File: config.mk
export PLATFORM = sky130hd
export DESIGN_NAME = swmm_ctrl
export DESIGN_NICKNAME = d
export VERILOG_FILES = /design/src/sv/swmm_pkg.sv /design/src/sv/swmm_ctrl.sv
export SDC_FILE = /design/constraint.sdc
export NUM_CORES = 1
export LEC_CHECK = 0
export BUFFER_PORTS_ARGS = -buffer_cell sky130_fd_sc_hd__clkbuf_2
export CAP_MARGIN = 20
export CORE_MARGIN = 5
export CORE_UTILIZATION = 53
export CTS_BUF_LIST = sky130_fd_sc_hd__clkbuf_4 sky130_fd_sc_hd__clkbuf_8
export DETAILED_ROUTE_END_ITERATION = 8
export PLACE_DENSITY = 0.85
export SYNTH_ARGS = -nofsm -noshare
export SYNTH_HDL_FRONTEND = slang
export SYNTH_SLANG_ARGS = --single-unit
File: constraint.sdc
create_clock -name clk -period 3.2 [get_ports clk]
set_input_delay 0 -clock clk [delete_from_list [all_inputs] [get_ports clk]]
set_output_delay 0 -clock clk [all_outputs]
set_load 0.05 [all_outputs]
File: src/sv/swmm_pkg.sv
// ---------------------------------------------------------------------------
// swmm_pkg
// Shared constants and types for the sliding window min/max block.
// ---------------------------------------------------------------------------
package swmm_pkg;

    localparam int WINDOW_MAX   = 64;
    localparam int SAMPLE_WIDTH = 30;
    localparam int CFG_WIDTH    = 7;

    // window length / fill count must hold WINDOW_MAX itself
    localparam int LEN_W = $clog2(WINDOW_MAX + 1);
    // scan countdown holds at most WINDOW_MAX - 1
    localparam int CNT_W = (WINDOW_MAX > 1) ? $clog2(WINDOW_MAX) : 1;

    localparam logic [SAMPLE_WIDTH-1:0] SAMPLE_ONES = '1;
    localparam logic [SAMPLE_WIDTH-1:0] SAMPLE_ZERO = '0;

    typedef enum logic [1:0] {
        ST_IDLE,
        ST_SCAN,
        ST_HOLD
    } swmm_state_t;

    // per-cycle commands broadcast to every cell of the chain
    typedef struct packed {
        logic shift;
        logic reduce;
    } swmm_cell_ctrl_t;

endpackage

File: src/sv/swmm_ctrl.sv
// ---------------------------------------------------------------------------
// swmm_ctrl
// Sequencer: window length register, fill count, scan countdown and
// output handshake.
// ---------------------------------------------------------------------------
module swmm_ctrl
    import swmm_pkg::*;
(
    input  logic                 clk,
    input  logic                 rst_n,
    input  logic                 in_valid,
    input  logic                 last,
    output logic                 in_stall,
    input  logic                 cfg_valid,
    output logic                 cfg_ready,
    input  logic [CFG_WIDTH-1:0] cfg_data,
    output logic                 out_valid,
    input  logic                 out_stall,
    output logic                 partial,
    output logic                 stream_end,
    output swmm_cell_ctrl_t      cell_ctrl,
    output logic [LEN_W-1:0]     span,
    output logic                 out_load
);

    swmm_state_t          state_reg;
    swmm_state_t          state_next;
    logic [CFG_WIDTH-1:0] len_reg;
    logic [CFG_WIDTH-1:0] len_next;
    logic [LEN_W-1:0]     fill_reg;
    logic [LEN_W-1:0]     fill_next;
    logic [CNT_W-1:0]     cnt_reg;
    logic [CNT_W-1:0]     cnt_next;
    logic                 item_part_reg;
    logic                 item_part_next;
    logic                 item_end_reg;
    logic                 item_end_next;
    logic                 out_valid_reg;
    logic                 out_valid_next;
    logic                 out_part_reg;
    logic                 out_part_next;
    logic                 out_end_reg;
    logic                 out_end_next;

    logic [LEN_W-1:0]     eff_len;
    logic [LEN_W-1:0]     fill_inc;
    logic                 accept;
    logic                 out_free;

    always_comb
    begin
        if (len_reg == '0)
            eff_len = LEN_W'(1);
        else if (32'(len_reg) > WINDOW_MAX)
            eff_len = LEN_W'(WINDOW_MAX);
        else
            eff_len = LEN_W'(len_reg);

        fill_inc = (fill_reg < LEN_W'(WINDOW_MAX)) ? fill_reg + LEN_W'(1) : fill_reg;

        priority if (fill_inc >= eff_len)
            span = eff_len;
        else if (last)
            span = fill_inc;
        else
            span = '0;
    end

    assign in_stall  = (state_reg != ST_IDLE);
    assign accept    = in_valid && !in_stall;
    assign cfg_ready = 1'b1;
    assign out_free  = !out_valid_reg || !out_stall;

    always_comb
    begin
        state_next     = state_reg;
        len_next       = len_reg;
        fill_next      = fill_reg;
        cnt_next       = cnt_reg;
        item_part_next = item_part_reg;
        item_end_next  = item_end_reg;
        out_part_next  = out_part_reg;
        out_end_next   = out_end_reg;
        out_load       = 1'b0;
        cell_ctrl      = '0;

        if (cfg_valid && cfg_ready)
            len_next = cfg_data;

        unique case (state_reg)
            ST_IDLE:
            begin
                if (accept)
                begin
                    cell_ctrl.shift = 1'b1;
                    fill_next       = last ? '0 : fill_inc;
                    item_part_next  = last && (fill_inc < eff_len);
                    item_end_next   = last;
                    if (span != '0)
                    begin
                        cnt_next   = CNT_W'(span - LEN_W'(1));
                        state_next = ST_SCAN;
                    end
                end
            end
            ST_SCAN:
            begin
                if (cnt_reg != '0)
                begin
                    cell_ctrl.reduce = 1'b1;
                    cnt_next         = cnt_reg - CNT_W'(1);
                end
                else if (out_free)
                begin
                    out_load   = 1'b1;
                    state_next = ST_IDLE;
                end
                else
                    state_next = ST_HOLD;
            end
            ST_HOLD:
            begin
                if (out_free)
                begin
                    out_load   = 1'b1;
                    state_next = ST_IDLE;
                end
            end
            default:
                state_next = ST_IDLE;
        endcase

        if (out_load)
        begin
            out_part_next = item_part_reg;
            out_end_next  = item_end_reg;
        end

        if (out_load)
            out_valid_next = 1'b1;
        else if (!out_stall)
            out_valid_next = 1'b0;
        else
            out_valid_next = out_valid_reg;
    end

    always_ff @(posedge clk or negedge rst_n)
    begin
        if (!rst_n)
        begin
            state_reg     <= ST_IDLE;
            len_reg       <= CFG_WIDTH'(1);
            fill_reg      <= '0;
            cnt_reg       <= '0;
            out_valid_reg <= 1'b0;
        end
        else
        begin
            state_reg     <= state_next;
            len_reg       <= len_next;
            fill_reg      <= fill_next;
            cnt_reg       <= cnt_next;
            out_valid_reg <= out_valid_next;
        end
    end

    always_ff @(posedge clk)
    begin
        item_part_reg <= item_part_next;
        item_end_reg  <= item_end_next;
        out_part_reg  <= out_part_next;
        out_end_reg   <= out_end_next;
    end

    assign out_valid  = out_valid_reg;
    assign partial    = out_part_reg;
    assign stream_end = out_end_reg;

endmodule

==> results of run 1 <==
logic make-up (layout without fill, tap and decap cells):
family	count (synthesis)	after routing	share of synthesized area, %
buffers and inverters	23	99	5.43
other	1	1	0.199
AND/OR/NAND/NOR	65	65	17.8
multiplexers	11	11	6.49
adder cells (fa/ha/maj)	12	12	7.95
XOR/XNOR	8	8	4.11
flip-flops	27	27	36.9
AO/OA/AOI/OAI	52	52	21.1
Yosys cell counts, types with 5 or more instances:
cell	n	share of area (%)
o21ai_0	10	2.7
dfrtp_1	22	29
a21oi_1	6	1.6
nand3_1	5	1.3
xor2_1	5	2.3
inv_1	15	3.0
nand2_1	27	5.4
o22ai_1	6	2.0
mux2_2	6	3.6
ha_1	12	8.0
nor2_1	10	2.0
what timing repair did:
item	4_1_cts	5_1_grt
hold endpoints to repair	32	0
pin swaps	12	17
setup buffers	17	6
cloned	0	0
endpoints found under the setup margin	1	13
hold buffers	12	0
gates resized for setup	12	33
final timing paths:
check | from | slack [ns] | to
setup / recovery | fill_reg[3] | -0.18 | cnt_reg[3]
hold / removal | cfg_valid | 0.03 | len_reg[2]
setup reg to reg | fill_reg[3] | -0.18 | cnt_reg[3]
hold reg to reg | item_end_reg | 0.44 | stream_end
max in group asynchronous | rst_n | 2.60 | fill_reg[2]
min in group asynchronous | rst_n | 0.15 | state_reg[1]
layout make-up:
class / instances / area (um2) / share of cell area, %
tap: 46 / 57.6 / 2.10
inverter: 16 / 62.6 / 2.29
sequential: 27 / 699 / 25.6
timing repair buffer: 79 / 601 / 21.9
multi-input combinational: 149 / 1290 / 47.0
clock buffer: 4 / 30.0 / 1.10
critical path, cell delays in order (launching register included):
cell and delay (ns):
dfrtp_1 0.45, and2_1 0.20, a41oi_1 0.30, inv_1 0.08, ha_1 0.35, a21oi_1 0.27
o211ai_1 0.25, a21o_1 0.27, buf_6 0.14, buf_6 0.12, o221a_4 0.28, or2_1 0.24
o21bai_1 0.18, a31oi_1 0.20
placed cells by master, fill, tap and decap left out, types with 4 or more instances in the layout:
master          n
buf_6           7
o21ai_0         9
o21ai_1         5
dlygate4sd3_1  12
nand3_1         4
edfxtp_1        4
clkbuf_2       22
mux2_2          6
inv_1          12
ha_4            5
xor2_1          4
ha_1            7
dfrtp_1        20
clkbuf_4        4
buf_4          37
nor2_1          9
mux2i_1         4
nand2_1        27
a21oi_1         4
power by group through the flow:
stage	registers, uW	logic (uW)	clock network, uW
3_3_place_gp	497	1210	0
6_report	512	1670	173
4_1_cts	495	1430	166
3_5_place_dp	503	1240	0
2_1_floorplan	506	934	0
5_1_grt	520	1770	187
through the flow:
| stage | utilization [%] | total power [uW] |
|---|---|---|
| floorplan | - | 1440 |
| global placement | 64.9 | 1710 |
| detailed placement | 64.9 | 1750 |
| CTS | 75.1 | 2090 |
| global route | 80.7 | 2480 |
| finish | 80.7 | 2350 |
layer usage:
metal / wire [um] / share of wire, % / GRT usage [%]
met2: 3140 / 50 / 40.6
met5: 0 / 0 / 0
met4: 380 / 6.0 / 9.36
met1: 2310 / 37 / 25.7
met3: 484 / 7.7 / 3.62
==> impl_results.md, run 1 <==
- Setup CP Type: reg2reg
- DR DRC count: 0
- Final hold violation count: 0
- # H-tree levels: 1
- Slew Limit Fails: 0
- Critical path arrival: approximately 3.7 ns
- Max Fclk: roughly 300 MHz
- Status: finished with violations
- First-pass GRT wire length: slightly below 9000 um
- Num CTS Buffers: 3
- Worst skew pair latency: approximately 0.36 ns
- Clock tree sinks: 27
- Die area: a little under 5000 um2
- #FFs+latches synth: 27
- Clock power share: 7.3%
- Failing checks: setup timing
- Share of power burned in registers: between 20% and 30%
- Placeable Area: 3390 um2
- Syn Nets: 224
- Tcrit/Tclk final: 106%
- Boundary Pins: 28
- Dpl ws: -0.0821 ns
- CP Capture Type: register
- Placer's final routability congestion estimate: 0.883
- Final setup fails: 10
- RSZ-0062 raised after global routing: yes
- Yosys warning count: 0
- Post-synth EDFFs: 4
- Internal power: roughly 1200 uW
- Vias/cell: between 6 and 7
- Setup TNS: -0.908 ns
- Combinational power share: just over 70%
- Post-synthesis to final-layout area growth: 44.9%
- Die Width: around 70 um
- Routed WL: 6320 um
- Clk buf depth: 2
- Instance area at placement: ~2200 um2
- Buffers added on ports: 26
- Routed len/inst: 19.7 um
- Clk_skew: 0.0205 ns
- Vias in the first global route: around 1,900
- Switching power: about 1200 uW
- Avg Cell Area, Syn: around 9.5 um2
- Type of origin of the critical path: register
- Worst vdd ir: between 0.5 and 0.6 mV
- Cell total after placement: ~280
- Routed Antenna Nets: 0
- Root Driver: clkbuf_4
- Max-Cap Viols: 0
- Final cell count without fillers: 321
- Number of cell rows: 21
- Initial antenna violation count: 0
- Synth Cell Area: around 1900 um2
- Gr usage total: about 22%
- Post-route setup slack: -0.177 ns
- Post-Synthesis Cells: roughly 200
- Via count: slightly below 2,000
- Register-to-Register Path Depth: 13
- Fill cells: 195
- TritonCTS clock tree: yes
- Hold Path Stages: 2
- Post-synth cell types: 58
- Diode count: 0
- Drt initial violations: about 210
- Pwr Density: ~860 nW/um2
- Leakage: around 0.0013 uW
- Final instance area: ~2700 um2
- Clock slew at reported path FFs: about 0.17 ns
- Initial core utilization: 55.7%
- Slew headroom: between 60 and 70%
- Sequential-to-total area share from yosys stat: between 30% and 40%
- Slew @ Worst Pin: ~0.6 ns
- Max FO, Critical Path: 4
- Hold WS: about 0.03 ns
- Ratio of cells with drive above 1 in the final layout: 42.5%
- Nets: between 300 and 400
- Fraction of registers with async set/reset: 85.2%
- Global route total overflow: 0
- Die Ht: between 60 and 70 um
- Pin count of the biggest net entering global routing: 24
- Switch share: about half
- Worst path required time: between 3 and 4 ns
- Worst hold path class: in2reg
- First-pass DRT Iterations: 4
- Minimum clock period: 3.38 ns
- Synth Flop Type: dfrtp_1
- HPWL after DPL: between 3000 and 4000 um
No activity file was read; power rests on OpenSTA's default activity.
==> run 2: changes to the inputs <==
--- a/config.mk
+++ b/config.mk
@@ -5,13 +5,14 @@
 export SDC_FILE = /design/constraint.sdc
 export NUM_CORES = 1
 export LEC_CHECK = 0
+export ABC_AREA = 1
 export BUFFER_PORTS_ARGS = -buffer_cell sky130_fd_sc_hd__clkbuf_2
 export CAP_MARGIN = 20
 export CORE_MARGIN = 5
-export CORE_UTILIZATION = 53
+export CORE_UTILIZATION = 54
 export CTS_BUF_LIST = sky130_fd_sc_hd__clkbuf_4 sky130_fd_sc_hd__clkbuf_8
 export DETAILED_ROUTE_END_ITERATION = 8
-export PLACE_DENSITY = 0.85
+export PLACE_DENSITY = 0.86
 export SYNTH_ARGS = -nofsm -noshare
 export SYNTH_HDL_FRONTEND = slang
 export SYNTH_SLANG_ARGS = --single-unit
==> run 2 against run 1 <==
The run now ends clean; global-route usage shrank 5.3 points; clock power shrank 12%; die area is 1.8% higher; critical path depth increased by 6; fmax increased by 16%; final area fell by 17%; first-iteration DRC count decreased by 53%; routed wire length shrank 36%; final cell count is 14% higher; worst setup slack gained 0.47 ns; via count shrank 7.6%; critical path type unchanged; largest cell class unchanged; highest routed layer unchanged.
==> impl_results.md, run 2 <==
- Ratio of cells with drive above 1 in the final layout: 17.0%
- Dpl ws: around 0.19 ns
- First-pass DRT Iterations: 4
- Clk buf depth: 2
- RR Startpoint: len_reg[4]
- Max-Cap Viols: 0
- Diode count: 0
- First-pass GRT wire length: ~7000 um
- Worst skew pair latency: about 0.32 ns
- Crit path capture: cnt_reg[4]
- Number of cell rows: 22
- Vias in the first global route: around 1,700
- Die Width: approximately 70 um
- Post-synth cell types: 31
- CP top delay family: simple AND/OR/NAND/NOR gates
- Post-route setup slack: 0.293 ns
- Final setup fails: 0
- Fraction of registers with async set/reset: a little under nine tenths
- Setup TNS: 0 ns
- Global route total overflow: 0
- Yosys warning count: 0
- Pin count of the biggest net entering global routing: 24
- Multi-input combinational cell area: ~1100 um2
- Top post-synthesis cells by count: 85 x nand2_1, 50 x inv_1, 24 x nor2_1
- Placeable Area: 3580 um2
- Worst R2R Setup Slack: 0.29 ns
- Clock tree sinks: 27
- Initial antenna violation count: 0
- DR DRC count: 0
- Final hold violation count: 0
- Largest cells by area after synthesis: dfrtp_1 28%, nand2_1 16%, inv_1 9.6%
- Yosys top cell by area: dfrtp_1
- Slew headroom: roughly three fifths
- Most Frequent Cell on Critical Path: nand2_1
- Post-synth top area share: between 20% and 30%
- #FFs+latches synth: 27
- Reg2reg end: cnt_reg[4]
- Vias/cell: ~5
- Critical path's slowest cell: dfrtp_1
- Pwr Density: between 800 and 900 nW/um2
- Met1 GRT Util: 21.9%
- Synth Cell Area: around 2000 um2
- Commonest cells after routing, fill and taps aside: 85 x nand2_1, 50 x inv_1, 26 x clkbuf_2
- Critical path arrival: 3.14 ns
- Cell total after placement: ~350
- Routed len/inst: ~11 um
- Register-to-Register Path Depth: 19
- TritonCTS clock tree: yes
- Final cell count without fillers: between 300 and 400
- Via count: 1,823
- Post-synthesis to final-layout area growth: 15.7%
- CP Capture Type: register
- Root Driver: clkbuf_4
- Clock slew at reported path FFs: roughly 0.13 ns
- Die area: 4940 um2
- Setup CP Type: reg2reg
- Buffers added on ports: 26
- FF/Latch Area: between 600 and 700 um2
- Nets: about 340
- Leakage: approximately 0.0013 uW
- Gr usage total: between 10% and 20%
- Clk_skew: roughly 0.0033 ns
- Tcrit/Tclk final: 90.8%
- Post-CTS setup buffer count: 0
- Worst vdd ir: between 0.2 and 0.3 mV
- Boundary Pins: 28
- Minimum clock period: just under 3 ns
- Tot Pwr: 1920 uW
- Buf/Inv on CP: 2
- Fill cells: approximately 320
- Setup crit start: len_reg[4]
- Max Fclk: 344 MHz
- Met2 Use GR: approximately 30%
- Cell Chain, Critical Path: nor2_1, nand3_1, nand2_1, inv_1, nor2_1, inv_1, ha_1, a21oi_1, nand2_1, nand2_1, nand3_4, nand2_1, o21ai_2, o21ai_4, ha_1, nand3_1, xor2_1, nand2_1, nand2_1
- Highest cell delay on the worst timing path: 0.41 ns
- Status: completed
- Routed Antenna Nets: 0
- Max FO, Critical Path: 11
- Syn Nets: 307
- Initial core utilization: a little over half
- Post-Synthesis Cells: about 280
- Slew @ Worst Pin: slightly below 0.6 ns
- # H-tree levels: 1
- Synth Flop Type: dfrtp_1
- HPWL after DPL: ~3300 um
- Worst path depth: 19
- Worst path required time: about 3.4 ns
- Drt initial violations: 97
- Routed WL: approximately 4000 um
- Avg Cell Area, Syn: around 7.0 um2
- Sequential-to-total area share from yosys stat: a little over a third
- Met3 Use GR: around 2.6%
- Post-synth EDFFs: 4
- RSZ-0062 raised after global routing: no
- Most frequent cell after synthesis: nand2_1
- Slew Limit Fails: 0
- Die Ht: ~70 um
- Placer's final routability congestion estimate: between 0.9 and 1
- Num CTS Buffers: 3
- Worst hold path class: in2reg
- Commonest non-fill, non-tap cell in the layout: nand2_1
- Type of origin of the critical path: register
- Global routing's busiest layer: met2
[run 2: changes by cell type after synthesis, moves of 4 or more]
| cell | change |
|---|---|
| xor2_1 | -4 |
| nand2_1 | +58 |
| mux2i_1 | -4 |
| nand3_1 | +15 |
| inv_1 | +35 |
| nor2_1 | +14 |
| nand3_2 | +5 |
| mux2_2 | -5 |
[run 2: repair_timing]
item / 4_1_cts / 5_1_grt
endpoints found under the hold margin: 31 / 0
resized for setup: 0 / 3
setup endpoints to repair: 0 / 1
hold buffers: 10 / 0
[run 2: how the worst min path moves through the flow]
| stage | start | endpoint | cells past startpoint |
|---|---|---|---|
| floorplan | rst_n | cnt_reg[0] | 0 |
| global placement | rst_n | fill_reg[1] | 1 |
| detailed placement | rst_n | fill_reg[1] | 1 |
| CTS | cfg_valid | len_reg[4] | 2 |
| global route | cfg_valid | len_reg[4] | 2 |
| finish | cfg_valid | len_reg[5] | 2 |
[run 2: cells by family (layout without fill, tap and decap cells)]
kind of cell,count (synthesis),in the layout,synth area share (%)
AND/OR/NAND/NOR,151,151,34.5
AO/OA/AOI/OAI,30,30,9.04
other,1,1,0.191
XOR/XNOR,2,2,0.892
multiplexers,1,1,0.573
buffers and inverters,58,94,11.7
flip-flops,27,27,35.5
adder cells (fa/ha/maj),12,12,7.64
[run 2: cell type report]
cell class	instances	area share (%)
clock buffers	4	1.32
inverters	54	8.92
multi-input cells	197	46.3
flip-flops and latches	27	30.7
well taps	48	2.64
repair buffers	36	10.1
[run 2: power breakdown]
group | internal [uW] | switching, uW | leakage, uW
clock network | 57.3 | 94.4 | 0.0000184
logic | 403 | 874 | 0.000941
registers | 436 | 54.0 | 0.000331
[run 2: per-layer routing]
layer	part of all wire, %	up-vias
met4	1.5	0
met2	49	49
met5	0	-
met3	5.2	7
li1	-	955
met1	44	812
[run 2: through the flow]
step | util (%) | instance area [um2] | hold WS [ns]
after CTS | 63.1 | 2260 | 0.0109
after floorplan | - | 1960 | -0.296
after global routing | 63.5 | 2270 | 0.0310
final | 63.5 | 2270 | 0.0151
after detailed placement | 59.5 | 2130 | 0.0248
after global placement | 59.5 | 2130 | 0.0279
