<file path="config.mk">
export PLATFORM = sky130hd
export DESIGN_NAME = swmm_cell
export DESIGN_NICKNAME = d
export VERILOG_FILES = /design/src/sv/swmm_pkg.sv /design/src/sv/swmm_cell.sv
export SDC_FILE = /design/constraint.sdc
export NUM_CORES = 1
export LEC_CHECK = 0
export BUFFER_PORTS_ARGS = -buffer_cell sky130_fd_sc_hd__buf_4
export CAP_MARGIN = 25
export CORE_ASPECT_RATIO = 0.8
export CORE_MARGIN = 3
export CORE_UTILIZATION = 48
export CTS_BUF_LIST = sky130_fd_sc_hd__clkbuf_4 sky130_fd_sc_hd__clkbuf_8
export DETAILED_ROUTE_END_ITERATION = 6
export GPL_TIMING_DRIVEN = 1
export PLACE_DENSITY = 0.74
export RECOVER_POWER = 25
export SLEW_MARGIN = 0
export SYNTH_ARGS = -nofsm -noshare
export SYNTH_HDL_FRONTEND = slang
export SYNTH_SLANG_ARGS = --single-unit
</file>
<file path="constraint.sdc">
create_clock -name clk -period 3.5 [get_ports clk]
set_input_delay 0.35 -clock clk [delete_from_list [all_inputs] [get_ports clk]]
set_output_delay 0.35 -clock clk [all_outputs]
set_load 0.05 [all_outputs]
</file>
<file path="src/sv/swmm_pkg.sv">
// ---------------------------------------------------------------------------
// swmm_pkg
// Shared constants and types for the sliding window min/max block.
// ---------------------------------------------------------------------------
package swmm_pkg;

    localparam int WINDOW_MAX   = 64;
    localparam int SAMPLE_WIDTH = 30;
    localparam int CFG_WIDTH    = 7;

    // window length / fill count must hold WINDOW_MAX itself
    localparam int LEN_W = $clog2(WINDOW_MAX + 1);
    // scan countdown holds at most WINDOW_MAX - 1
    localparam int CNT_W = (WINDOW_MAX > 1) ? $clog2(WINDOW_MAX) : 1;

    localparam logic [SAMPLE_WIDTH-1:0] SAMPLE_ONES = '1;
    localparam logic [SAMPLE_WIDTH-1:0] SAMPLE_ZERO = '0;

    typedef enum logic [1:0] {
        ST_IDLE,
        ST_SCAN,
        ST_HOLD
    } swmm_state_t;

    // per-cycle commands broadcast to every cell of the chain
    typedef struct packed {
        logic shift;
        logic reduce;
    } swmm_cell_ctrl_t;

endpackage

</file>
<file path="src/sv/swmm_cell.sv">
// ---------------------------------------------------------------------------
// swmm_cell
// One window slot: holds a sample and a running min/max that collapses
// toward the head of the chain during a scan.
// ---------------------------------------------------------------------------
module swmm_cell
    import swmm_pkg::*;
(
    input  logic                    clk,
    input  swmm_cell_ctrl_t         ctrl,
    input  logic                    in_span,
    input  logic [SAMPLE_WIDTH-1:0] prev_sample,
    input  logic [SAMPLE_WIDTH-1:0] nb_min,
    input  logic [SAMPLE_WIDTH-1:0] nb_max,
    output logic [SAMPLE_WIDTH-1:0] sample_q,
    output logic [SAMPLE_WIDTH-1:0] acc_min,
    output logic [SAMPLE_WIDTH-1:0] acc_max
);

    logic [SAMPLE_WIDTH-1:0] sample_reg;
    logic [SAMPLE_WIDTH-1:0] sample_next;
    logic [SAMPLE_WIDTH-1:0] min_reg;
    logic [SAMPLE_WIDTH-1:0] min_next;
    logic [SAMPLE_WIDTH-1:0] max_reg;
    logic [SAMPLE_WIDTH-1:0] max_next;

    always_comb
    begin
        sample_next = sample_reg;
        min_next    = min_reg;
        max_next    = max_reg;
        if (ctrl.shift)
        begin
            sample_next = prev_sample;
            // slots outside the window start neutral
            min_next    = in_span ? prev_sample : SAMPLE_ONES;
            max_next    = in_span ? prev_sample : SAMPLE_ZERO;
        end
        else if (ctrl.reduce)
        begin
            min_next = (nb_min < min_reg) ? nb_min : min_reg;
            max_next = (nb_max > max_reg) ? nb_max : max_reg;
        end
    end

    always_ff @(posedge clk)
    begin
        sample_reg <= sample_next;
        min_reg    <= min_next;
        max_reg    <= max_next;
    end

    assign sample_q = sample_reg;
    assign acc_min  = min_reg;
    assign acc_max  = max_reg;

endmodule

</file>
==> results by group, run 1 <==
Clock network
  • Worst-Skew Late Latency: 350 ps
  • Max Root-Sink Buffers: 2
  • Setup repair bufs after CTS: 0
  • Clk sink count: 90
  • Total CTS buffers: 9
  • Clock tree from TritonCTS: built
  • Clock tree root buffer cell: clkbuf_8
  • Cts hold-fix bufs: 0
  • CTS clk-pin slew, worst paths: around 80 ps
  • H-Tree Depth: 3
  • PostCTS Resize Cnt: 0

Setup path
  • Critical path class: reg -> reg
  • Critical Path AT: 2940 ps
  • CP Capture Type: flip-flop
  • Reg-to-reg endpoint: acc_max[14]
  • Worst Setup EP: acc_max[14]
  • Critical Path RT: roughly 3600 ps
  • Crit start category: flip-flop
  • R2R Path Start: acc_max[1]
  • Worst-path fanout max: 20
  • R2R Setup Slk: 650 ps
  • R2R cell count: 8
  • Origin of the worst setup path: acc_max[1]

Placed design
  • Setup WS pre-CTS: around 570 ps
  • Dpl hpwl: 10800 um
  • Number of port buffers: approximately 180
  • Gpl congestion: roughly 0.90
  • Dpl cell area: 6490 um^2

Outcome
  • Status: completed

Global routing
  • Largest net degree at the start of global routing: 55
  • Gr ovfl total: 0
  • First-pass GRT wire length: around 21000 um
  • Vias in the first global route: 4068
  • Initial antenna violation count: 0
  • Tot GR Track Use: a little under a quarter

Synth
  • Most frequent cells after synthesis: 92 x inv_1, 90 x edfxtp_1, 59 x ha_1
  • Main combinational cell family by area after synthesis: adder cells
  • Top post-synthesis cells by area: edfxtp_1 55%, ha_1 15%, inv_1 7.0%
  • Mux contribution to synthesized area: 0%
  • Number of library cell types mapped by synthesis: 33
  • Synth Area in Simple Gates: under 10%
  • Post-Synth XOR/XNOR Area: 0%
  • Number of synthesized register bits: 90
  • Cells after Synth: 439
  • Synth Area in Compound Gates: 14.7%
  • Area leader, netlist: edfxtp_1
  • Sequential element share of the synthesized area: 54.8%
  • Number of synthesized flops with an enable pin: 90
  • FFs w/ async S/R, synth: 0%
  • Synthesized Nets: 592
  • Top_reg_cell synth: edfxtp_1
  • Mapped Area: 4930 um^2
  • Mean post-synth cell area: 11.2 um^2
  • Count leader, synth: inv_1
  • Synth Area in Adders: 15.0%
  • Synth Warn #: 0
  • Synth top area share: between 50 and 60%

STA
  • Final setup margin: 645 ps
  • Fin crit period: 2850 ps
  • Max-slew violations: 0
  • Worst-Margin Slew: 682 ps
  • RSZ-0062 raised after global routing: false
  • Worst Clk Skew: 6.56 ps
  • Final TNS setup: 0 ps
  • Slew headroom: 54.7%
  • Count of final hold-check violations: 0
  • Tcrit/Tclk final: 81.6%
  • Count of final setup violators: 0
  • FMAX: 350 MHz

Min path
  • Min-delay src: prev_sample[28]
  • Worst hold path type: in -> reg

Drt
  • Vias per cell: 5.26
  • Post-route ant nets: 0
  • Via count: 4031
  • DRC: 0
  • Routed WL: 13700 um
  • DRT Pass-1 Iters: 5
  • WL/cell: 17.8 um
  • Iteration-0 DRC Markers: 308

Layout
  • Layout Nets: 780
  • Synthesis-to-layout area growth: 32.1%
  • Fin area: 6520 um^2
  • Layout cell share with drive strength beyond 1: around 26%
  • Antenna diode count: 0

Floorplanning
  • Die Wd: about 120 um
  • FP Rows: 32
  • I/O pins: 184
  • Core Footprint: 9810 um^2
  • Die H: 96.7 um
  • Initial Util: approximately half
  • Die ar.: 11500 um^2

Power and ir drop
  • Leakage: 3.05 nW
  • Power Density: about 460 nW/um^2
  • Peak supply drop: roughly 0.00025 V

Run
  • Max Cap Violations: 0
cell families (layout without fill, tap and decap cells):
group | Yosys count | after routing
AOI/OAI and AO/OA | 109 | 109
adders and majority gates | 59 | 59
buffers and inverters | 104 | 296
DFF | 90 | 90
and+or+nand+nor | 77 | 77
metrics by stage:
step	hold slack, ps	instances	power [mW]	util, %
6_report	236	767	2.99	66.4
5_1_grt	244	767	3.12	66.4
4_1_cts	173	766	3.03	68.0
3_5_place_dp	549	751	2.35	66.1
3_3_place_gp	551	750	2.33	65.9
2_1_floorplan	449	439	1.98	-
state kept, by name, indices dropped and copies added, names as in the netlist:
signal and flops:
acc_min 30, acc_max 30, sample_q 30
worst max-delay path, stage by stage (launching register included):
cell       delay [ps]
edfxtp_1          420
inv_1              70
ha_1              230
a21oi_1           160
nor2_1             60
a2111oi_0         590
o21ai_0           180
a221o_1           560
buf_4             320
final cells by class:
cell class	instances	area, um^2
repair buffers	189	1280
well taps	136	170
inverters	92	345
clock inverters	4	43.8
clock buffers	11	139
flip-flops and latches	90	2700
multi-input cells	245	1840
fillers	843	3290
cell usage in the layout, fill, tap and decap left out, drive strengths merged, types with 2 or more instances in the layout:
| master | n |
|---|---|
| buf | 144 |
| inv | 92 |
| edfxtp | 90 |
| ha | 59 |
| clkbuf | 56 |
| o21ai | 43 |
| nand2 | 38 |
| o22a | 29 |
| a21oi | 15 |
| nor2 | 13 |
| nand4 | 10 |
| nand3 | 9 |
| a21o | 5 |
| a31oi | 3 |
| a211oi | 3 |
| clkinv | 3 |
| o21bai | 2 |
| a211o | 2 |
| a2111oi | 2 |
power breakdown:
group,leakage [nW],switching [mW],internal [mW]
logic,2.06,0.640,0.304
clock network,0.0974,0.344,0.338
registers,0.886,0.0504,1.31
total,3.05,1.03,1.95
routing by layer:
layer	track usage, %	share of wire, %	up-vias
li1	-	-	1940
met1	31.5	43	1891
met2	38.5	47	174
met3	5.20	7.3	26
met4	7.92	2.5	0
met5	0	0	-
how the worst min path moves through the flow:
stage,to,slack (ps),cells after the start
floorplan,sample_q[0],450,0
global placement,sample_q[28],550,1
detailed placement,sample_q[28],550,1
CTS,sample_q[5],170,1
global route,sample_q[26],240,1
finish,sample_q[28],240,1
Note: power is estimated with default switching activity, not from simulation.
==> inputs of run 2 (changes only) <==
--- a/config.mk
+++ b/config.mk
@@ -5,15 +5,16 @@
 export SDC_FILE = /design/constraint.sdc
 export NUM_CORES = 1
 export LEC_CHECK = 0
+export ABC_AREA = 1
 export BUFFER_PORTS_ARGS = -buffer_cell sky130_fd_sc_hd__buf_4
 export CAP_MARGIN = 25
 export CORE_ASPECT_RATIO = 0.8
 export CORE_MARGIN = 3
-export CORE_UTILIZATION = 48
+export CORE_UTILIZATION = 47
 export CTS_BUF_LIST = sky130_fd_sc_hd__clkbuf_4 sky130_fd_sc_hd__clkbuf_8
 export DETAILED_ROUTE_END_ITERATION = 6
 export GPL_TIMING_DRIVEN = 1
-export PLACE_DENSITY = 0.74
+export PLACE_DENSITY = 0.75
 export RECOVER_POWER = 25
 export SLEW_MARGIN = 0
 export SYNTH_ARGS = -nofsm -noshare
==> constraint.sdc (replaced) <==
create_clock -name clk -period 2.45 [get_ports clk]
set_input_delay 0.245 -clock clk [delete_from_list [all_inputs] [get_ports clk]]
set_output_delay 0.245 -clock clk [all_outputs]
set_load 0.05 [all_outputs]
==> run 2 against run 1 <==
Effect of this change:
- design area grew 3.9%
- count of clock-buffer cells in the layout down 1
- core utilization fell by 1.1 points
- wire length rose by 1.3%
- clock power rose by 51%
- worst hold slack got worse by 150 ps
- critical path depth grew 4
- via count increased by 8.0%
- area after synthesis increased by 2.8%
- global-route usage fell by 0.89 points
- power rose by 45%
- first-iteration DRC count decreased by 7.8%
- critical path type unchanged
- largest power group unchanged
- highest routed layer unchanged
==> results by group, run 2 <==
Outcome
  • Status: completed (unchanged)

Synth
  • Number of synthesized flops with an enable pin: 90 (unchanged)
  • Top post-synthesis cells by area: edfxtp_1 53%, ha_1 15%, nand2_1 8.1% (was edfxtp_1 55%, ha_1 15%, inv_1 7.0%)
  • Area leader, netlist: edfxtp_1 (unchanged)
  • Sequential element share of the synthesized area: 53.3% (was 54.8%)
  • Count leader, synth: nand2_1 (was inv_1)
  • Synthesized Nets: 688 (was 592)
  • Most frequent cells after synthesis: 110 x nand2_1, 107 x inv_1, 90 x edfxtp_1 (was 92 x inv_1, 90 x edfxtp_1, 59 x ha_1)
  • Mean post-synth cell area: 9.48 um^2 (was 11.2 um^2)
  • Cells after Synth: 535 (was 439)
  • Synth top area share: 53.3% (was 54.8%)
  • Synth Warn #: 0 (unchanged)
  • FFs w/ async S/R, synth: 0% (unchanged)
  • Top_reg_cell synth: edfxtp_1 (unchanged)
  • Mapped Area: 5070 um^2 (was 4930 um^2)
  • Number of library cell types mapped by synthesis: 22 (was 33)
  • Number of synthesized register bits: 90 (unchanged)

Min path
  • Hold Path Cell Cnt: 1 (unchanged)
  • Min-delay src: prev_sample[29] (was prev_sample[28])
  • Worst hold path type: in -> reg (unchanged)
  • Hold EP: sample_q[29] (was sample_q[28])

Clock network
  • Max Root-Sink Buffers: 2 (unchanged)
  • H-Tree Depth: 3 (unchanged)
  • Total CTS buffers: 9 (unchanged)
  • Setup repair bufs after CTS: 0 (unchanged)
  • Cts hold-fix bufs: 0 (unchanged)
  • CTS clk-pin slew, worst paths: 90 ps (was 80 ps)
  • Worst-Skew Late Latency: 360 ps (was 350 ps)
  • Clk sink count: 90 (unchanged)
  • PostCTS Resize Cnt: 0 (unchanged)
  • Clock tree root buffer cell: clkbuf_8 (unchanged)
  • Clock tree from TritonCTS: built (unchanged)

Global routing
  • First-pass GRT wire length: 21300 um (was 21400 um)
  • Initial antenna violation count: 0 (unchanged)
  • Gr ovfl total: 0 (unchanged)
  • Tot GR Track Use: 22.7% (was 23.6%)
  • Vias in the first global route: 4363 (was 4068)
  • Largest net degree at the start of global routing: 31 (was 55)

Setup path
  • Critical Path AT: 2180 ps (was 2940 ps)
  • Reg-to-reg endpoint: acc_min[25] (was acc_max[14])
  • Crit start category: flip-flop (unchanged)
  • CP max stage delay: 420 ps (was 590 ps)
  • Worst path most repeated cell: nand2_1
  • Worst-path fanout max: 17 (was 20)
  • R2R Path Start: acc_min[5] (was acc_max[1])
  • Critical path class: reg -> reg (unchanged)
  • R2R Setup Slk: 310 ps (was 650 ps)
  • CP Capture Type: flip-flop (unchanged)
  • Buf/Inv on CP: 3 (was 2)
  • Critical Path RT: 2490 ps (was 3590 ps)
  • Slowest cell on the critical path: edfxtp_1 (was a2111oi_0)
  • Origin of the worst setup path: acc_min[5] (was acc_max[1])
  • R2R cell count: 12 (was 8)
  • CP delay by family, top: simple AND/OR/NAND/NOR gates (was compound AO/OA/AOI/OAI gates)
  • CP Cell Sequence: inv_1 > ha_1 > nand2_1 > inv_1 > a21oi_1 > nand2_1 > nand2_1 > nand2_1 > nand2_1 > nand2_1 > o21bai_4 > buf_4 (was inv_1 > ha_1 > a21oi_1 > nor2_1 > a2111oi_0 > o21ai_0 > a221o_1 > buf_4)

Layout
  • Most frequent cells in the layout: 159 x buf_4, 109 x nand2_1, 107 x inv_1 (was 142 x buf_4, 92 x inv_1, 90 x edfxtp_1)
  • Antenna diode count: 0 (unchanged)
  • Most common cell after layout, fill and taps aside: buf_4 (unchanged)
  • Post-layout util: 65.3% (was 66.4%)
  • Layout Nets: 877 (was 780)
  • Synthesis-to-layout area growth: 33.5% (was 32.1%)
  • Layout cell share with drive strength beyond 1: 28.0% (was 25.8%)

Drt
  • DRC: 0 (unchanged)
  • Iteration-0 DRC Markers: 284 (was 308)
  • Post-route ant nets: 0 (unchanged)
  • DRT Pass-1 Iters: 5 (unchanged)
  • WL/cell: 16.0 um (was 17.8 um)
  • Routed WL: 13900 um (was 13700 um)
  • Vias per cell: 5.01 (was 5.26)
  • Via count: 4355 (was 4031)

STA
  • Slew headroom: 28.0% (was 54.7%)
  • Count of final hold-check violations: 0 (unchanged)
  • FMAX: 467 MHz (was 350 MHz)
  • RSZ-0062 raised after global routing: false (unchanged)
  • Count of final setup violators: 0 (unchanged)
  • Final hold slack: 88.7 ps (was 236 ps)
  • Final TNS setup: 0 ps (unchanged)
  • Tcrit/Tclk final: 87.3% (was 81.6%)
  • Fin crit period: 2140 ps (was 2850 ps)
  • Max-slew violations: 0 (unchanged)
  • Final setup margin: 310 ps (was 645 ps)
  • Worst Clk Skew: 8.09 ps (was 6.56 ps)
  • Worst-Margin Slew: 1080 ps (was 682 ps)

Floorplanning
  • I/O pins: 184 (unchanged)
  • Initial Util: 48.9% (was 50.3%)
  • Die ar.: 12100 um^2 (was 11500 um^2)
  • Core Footprint: 10400 um^2 (was 9810 um^2)
  • Die H: 98.9 um (was 96.7 um)
  • Die Wd: 122 um (was 119 um)
  • FP Rows: 33 (was 32)

Placed design
  • Gpl congestion: 0.828 (was 0.896)
  • Number of port buffers: 183 (unchanged)
  • Dpl hpwl: 10900 um (was 10800 um)
  • Setup WS pre-CTS: 292 ps (was 571 ps)

Power and ir drop
  • Peak supply drop: 0.000440 V (was 0.000252 V)
  • Power Density: 642 nW/um^2 (was 458 nW/um^2)
  • Total Power: 4.34 mW (was 2.99 mW)
  • Leakage: 3.41 nW (was 3.05 nW)

Run
  • Max Cap Violations: 0 (unchanged)
-- run 2: changes by cell type after synthesis, moves of 11 or more --
cell | previous run | this run
nor2_1 | 13 | 46
o21ai_1 | 2 | 31
buf_2 | 0 | 11
inv_1 | 92 | 107
o22a_1 | 29 | 0
a21oi_1 | 15 | 50
o21ai_0 | 40 | 0
nand2_1 | 38 | 110
-- run 2: cells by family after synthesis --
group / after synthesis / synth area share (%)
AO/OA/AOI/OAI: 90 / 9.33
adder cells (fa/ha/maj): 59 / 14.6
buffers and inverters: 128 / 9.75
flip-flops: 90 / 53.3
AND/OR/NAND/NOR: 168 / 13.1
-- run 2: per-layer routing --
metal / wire length (um) / track usage, % / vias to the layer above
met5: 0 / 0 / -
met4: 169 / 6.45 / 0
met3: 1340 / 7.06 / 18
met2: 6480 / 37.4 / 193
met1: 5870 / 29.1 / 2023
li1: - / - / 2121
-- run 2: per-stage QoR --
| step | instances | cell area (um^2) |
|---|---|---|
| after floorplan | 535 | 5080 |
| after global placement | 853 | 6630 |
| after detailed placement | 853 | 6630 |
| after CTS | 869 | 6830 |
| after global routing | 869 | 6770 |
| final | 869 | 6770 |
-- run 2: worst max path at each step --
stage             endpoint  slack, ps  depth (start not counted)
4_1_cts        acc_min[25]        260                         12
3_3_place_gp   acc_min[24]        370                         10
6_report       acc_min[25]        310                         12
5_1_grt        acc_min[20]        110                         12
3_5_place_dp   acc_min[26]        290                         12
2_1_floorplan   acc_min[0]         50                          8
-- run 2: cell type report --
cell class | instances | area (um^2)
fill | 914 | 3590
sequential | 90 | 2700
multi-input combinational | 317 | 1890
timing repair buffer | 191 | 1380
inverter | 115 | 432
tap | 140 | 175
clock buffer | 10 | 131
clock inverter | 6 | 67.6
-- run 2: where the power goes --
group | internal, mW | switching, mW | leakage (nW)
registers | 1.87 | 0.0714 | 0.888
logic | 0.443 | 0.932 | 2.43
clock network | 0.485 | 0.543 | 0.0959
total | 2.80 | 1.55 | 3.41
==> inputs of run 3 (changes only) <==
--- a/config.mk
+++ b/config.mk
@@ -8,13 +8,15 @@
 export ABC_AREA = 1
 export BUFFER_PORTS_ARGS = -buffer_cell sky130_fd_sc_hd__buf_4
 export CAP_MARGIN = 25
+export CELL_PAD_IN_SITES_DETAIL_PLACEMENT = 1
+export CELL_PAD_IN_SITES_GLOBAL_PLACEMENT = 1
 export CORE_ASPECT_RATIO = 0.8
 export CORE_MARGIN = 3
-export CORE_UTILIZATION = 47
+export CORE_UTILIZATION = 34
 export CTS_BUF_LIST = sky130_fd_sc_hd__clkbuf_4 sky130_fd_sc_hd__clkbuf_8
 export DETAILED_ROUTE_END_ITERATION = 6
 export GPL_TIMING_DRIVEN = 1
-export PLACE_DENSITY = 0.75
+export PLACE_DENSITY = 0.74
 export RECOVER_POWER = 25
 export SLEW_MARGIN = 0
 export SYNTH_ARGS = -nofsm -noshare
==> run 3 against run 2 <==
Effect of this change:
- design area grew 1.0%
- count of clock-buffer cells in the layout down 1
- cell count up 4.8%
- global-route usage fell by 3.0 points
- power grew 3.3%
- sequential share of layout area is 0.41 points lower
- via count fell by 0.48%
- worst hold slack lost 23 ps
- sequential cell count is the same
==> results by group, run 3 (synthesis gave the netlist of run 2 again) <==
Clock network
  • H-Tree Depth: 3 (unchanged)
  • Clock tree from TritonCTS: built (unchanged)
  • Clock tree root buffer cell: clkbuf_8 (unchanged)
  • Worst-Skew Late Latency: 380 ps (was 360 ps)
  • PostCTS Resize Cnt: 0 (unchanged)
  • Max Root-Sink Buffers: 2 (unchanged)
  • Setup repair bufs after CTS: 0 (unchanged)
  • Clk sink count: 90 (unchanged)
  • CTS clk-pin slew, worst paths: 100 ps (was 90 ps)
  • Total CTS buffers: 9 (unchanged)
  • Cts hold-fix bufs: 0 (unchanged)

Setup path
  • R2R Setup Slk: 280 ps (was 310 ps)
  • Critical Path AT: 2240 ps (was 2180 ps)
  • Worst-path fanout max: 16 (was 17)
  • Critical path class: reg -> reg (unchanged)
  • Critical Path RT: 2510 ps (was 2490 ps)
  • Crit start category: flip-flop (unchanged)
  • CP Capture Type: flip-flop (unchanged)

STA
  • Final TNS setup: 0 ps (unchanged)
  • Final setup margin: 278 ps (was 310 ps)
  • Slew headroom: 16.4% (was 28.0%)
  • Worst-Margin Slew: 1250 ps (was 1080 ps)
  • RSZ-0062 raised after global routing: false (unchanged)
  • Fin crit period: 2170 ps (was 2140 ps)
  • Tcrit/Tclk final: 88.7% (was 87.3%)
  • FMAX: 460 MHz (was 467 MHz)
  • Worst Clk Skew: 14.0 ps (was 8.09 ps)
  • Count of final hold-check violations: 0 (unchanged)
  • Max-slew violations: 0 (unchanged)
  • Count of final setup violators: 0 (unchanged)

Min path
  • Worst hold path type: in -> reg (unchanged)

Global routing
  • Gr ovfl total: 0 (unchanged)
  • Initial antenna violation count: 0 (unchanged)
  • Largest net degree at the start of global routing: 46 (was 31)
  • First-pass GRT wire length: 25000 um (was 21300 um)
  • Vias in the first global route: 4692 (was 4363)
  • Tot GR Track Use: 19.7% (was 22.7%)

Drt
  • Routed WL: 15800 um (was 13900 um)
  • Post-route ant nets: 0 (unchanged)
  • DRT Pass-1 Iters: 4 (was 5)
  • DRC: 0 (unchanged)
  • Vias per cell: 4.76 (was 5.01)
  • WL/cell: 17.4 um (was 16.0 um)
  • Iteration-0 DRC Markers: 139 (was 284)
  • Via count: 4334 (was 4355)

Placed design
  • Setup WS pre-CTS: 292 ps (about the same)
  • Gpl congestion: 0.772 (was 0.828)
  • Dpl hpwl: 12600 um (was 10900 um)
  • Number of port buffers: 183 (unchanged)

Floorplanning
  • I/O pins: 184 (unchanged)
  • Die H: 115 um (was 98.9 um)
  • Die Wd: 143 um (was 122 um)
  • Core Footprint: 14400 um^2 (was 10400 um^2)
  • Die ar.: 16400 um^2 (was 12100 um^2)
  • FP Rows: 39 (was 33)
  • Initial Util: 35.1% (was 48.9%)

Run
  • Max Cap Violations: 0 (unchanged)

Layout
  • Layout Nets: 875 (was 877)
  • Reg area: 2700 um^2 (unchanged)
  • Antenna diode count: 0 (unchanged)
  • Filler Cells Inserted: 1752 (was 914)
  • Multi-input logic area: 1890 um^2 (unchanged)
  • Most common cell after layout, fill and taps aside: buf_4 (unchanged)
  • Layout cell share with drive strength beyond 1: 27.5% (was 28.0%)
  • Synthesis-to-layout area growth: 34.9% (was 33.5%)
  • Most frequent cells in the layout: 157 x buf_4, 109 x nand2_1, 107 x inv_1 (was 159 x buf_4, 109 x nand2_1, 107 x inv_1)

Power and ir drop
  • Leakage: 3.42 nW (was 3.41 nW)
  • Peak supply drop: 0.000384 V (was 0.000440 V)
  • Power Density: 656 nW/um^2 (was 642 nW/um^2)

Outcome
  • Status: completed (unchanged)
[run 3: layer usage]
metal / part of all wire, % / vias to the layer above / wire length (um) / track usage, %
met1: 45 / 2070 / 7070 / 25.2
li1: - / 2114 / - / -
met2: 45 / 139 / 7200 / 32.1
met3: 9.3 / 11 / 1470 / 8.44
met4: 0.71 / 0 / 113 / 3.04
met5: 0 / - / 0 / 0
[run 3: worst max-delay path, cell delays in order (launching register included)]
cell and delay [ps]:
edfxtp_1 410, inv_1 80, ha_1 230, nand2_1 100, inv_1 50, a21oi_1 140
nand2_1 90, nand2_1 130, nand2_1 90, nand2_1 60, nand2_1 80, o21bai_4 120
buf_4 280
[run 3: final timing paths]
check | cells past startpoint | to | from
hold / removal | 1 | sample_q[10] | prev_sample[10]
hold reg to reg | 7 | acc_max[25] | acc_max[0]
setup reg to reg | 12 | acc_min[7] | acc_min[5]
setup / recovery | 12 | acc_min[7] | acc_min[5]
[run 3: cell type report]
cell class / instances / share of cell area [%]
clock buffer: 9 / 1.81
clock inverter: 7 / 1.37
inverter: 115 / 6.31
multi-input combinational: 317 / 27.6
sequential: 90 / 39.5
tap: 184 / 3.37
timing repair buffer: 189 / 20.0
[run 3: through the flow]
step / total power [mW] / util, % / area, um^2 / hold WS, ps / std cells
2_1_floorplan: 2.85 / - / 5080 / 344 / 535
3_3_place_gp: 3.36 / 46.3 / 6680 / 434 / 895
3_5_place_dp: 3.40 / 46.3 / 6680 / 436 / 895
4_1_cts: 4.56 / 47.8 / 6900 / 20.4 / 911
5_1_grt: 4.73 / 47.4 / 6840 / 38.1 / 911
6_report: 4.49 / 47.4 / 6840 / 65.8 / 911
[run 3: where the power goes]
group | internal [mW] | leakage, nW | switching [mW] | total [mW]
clock network | 0.573 | 0.107 | 0.574 | 1.15
logic | 0.446 | 2.42 | 0.951 | 1.40
registers | 1.87 | 0.888 | 0.0729 | 1.94
total | 2.89 | 3.42 | 1.60 | 4.49
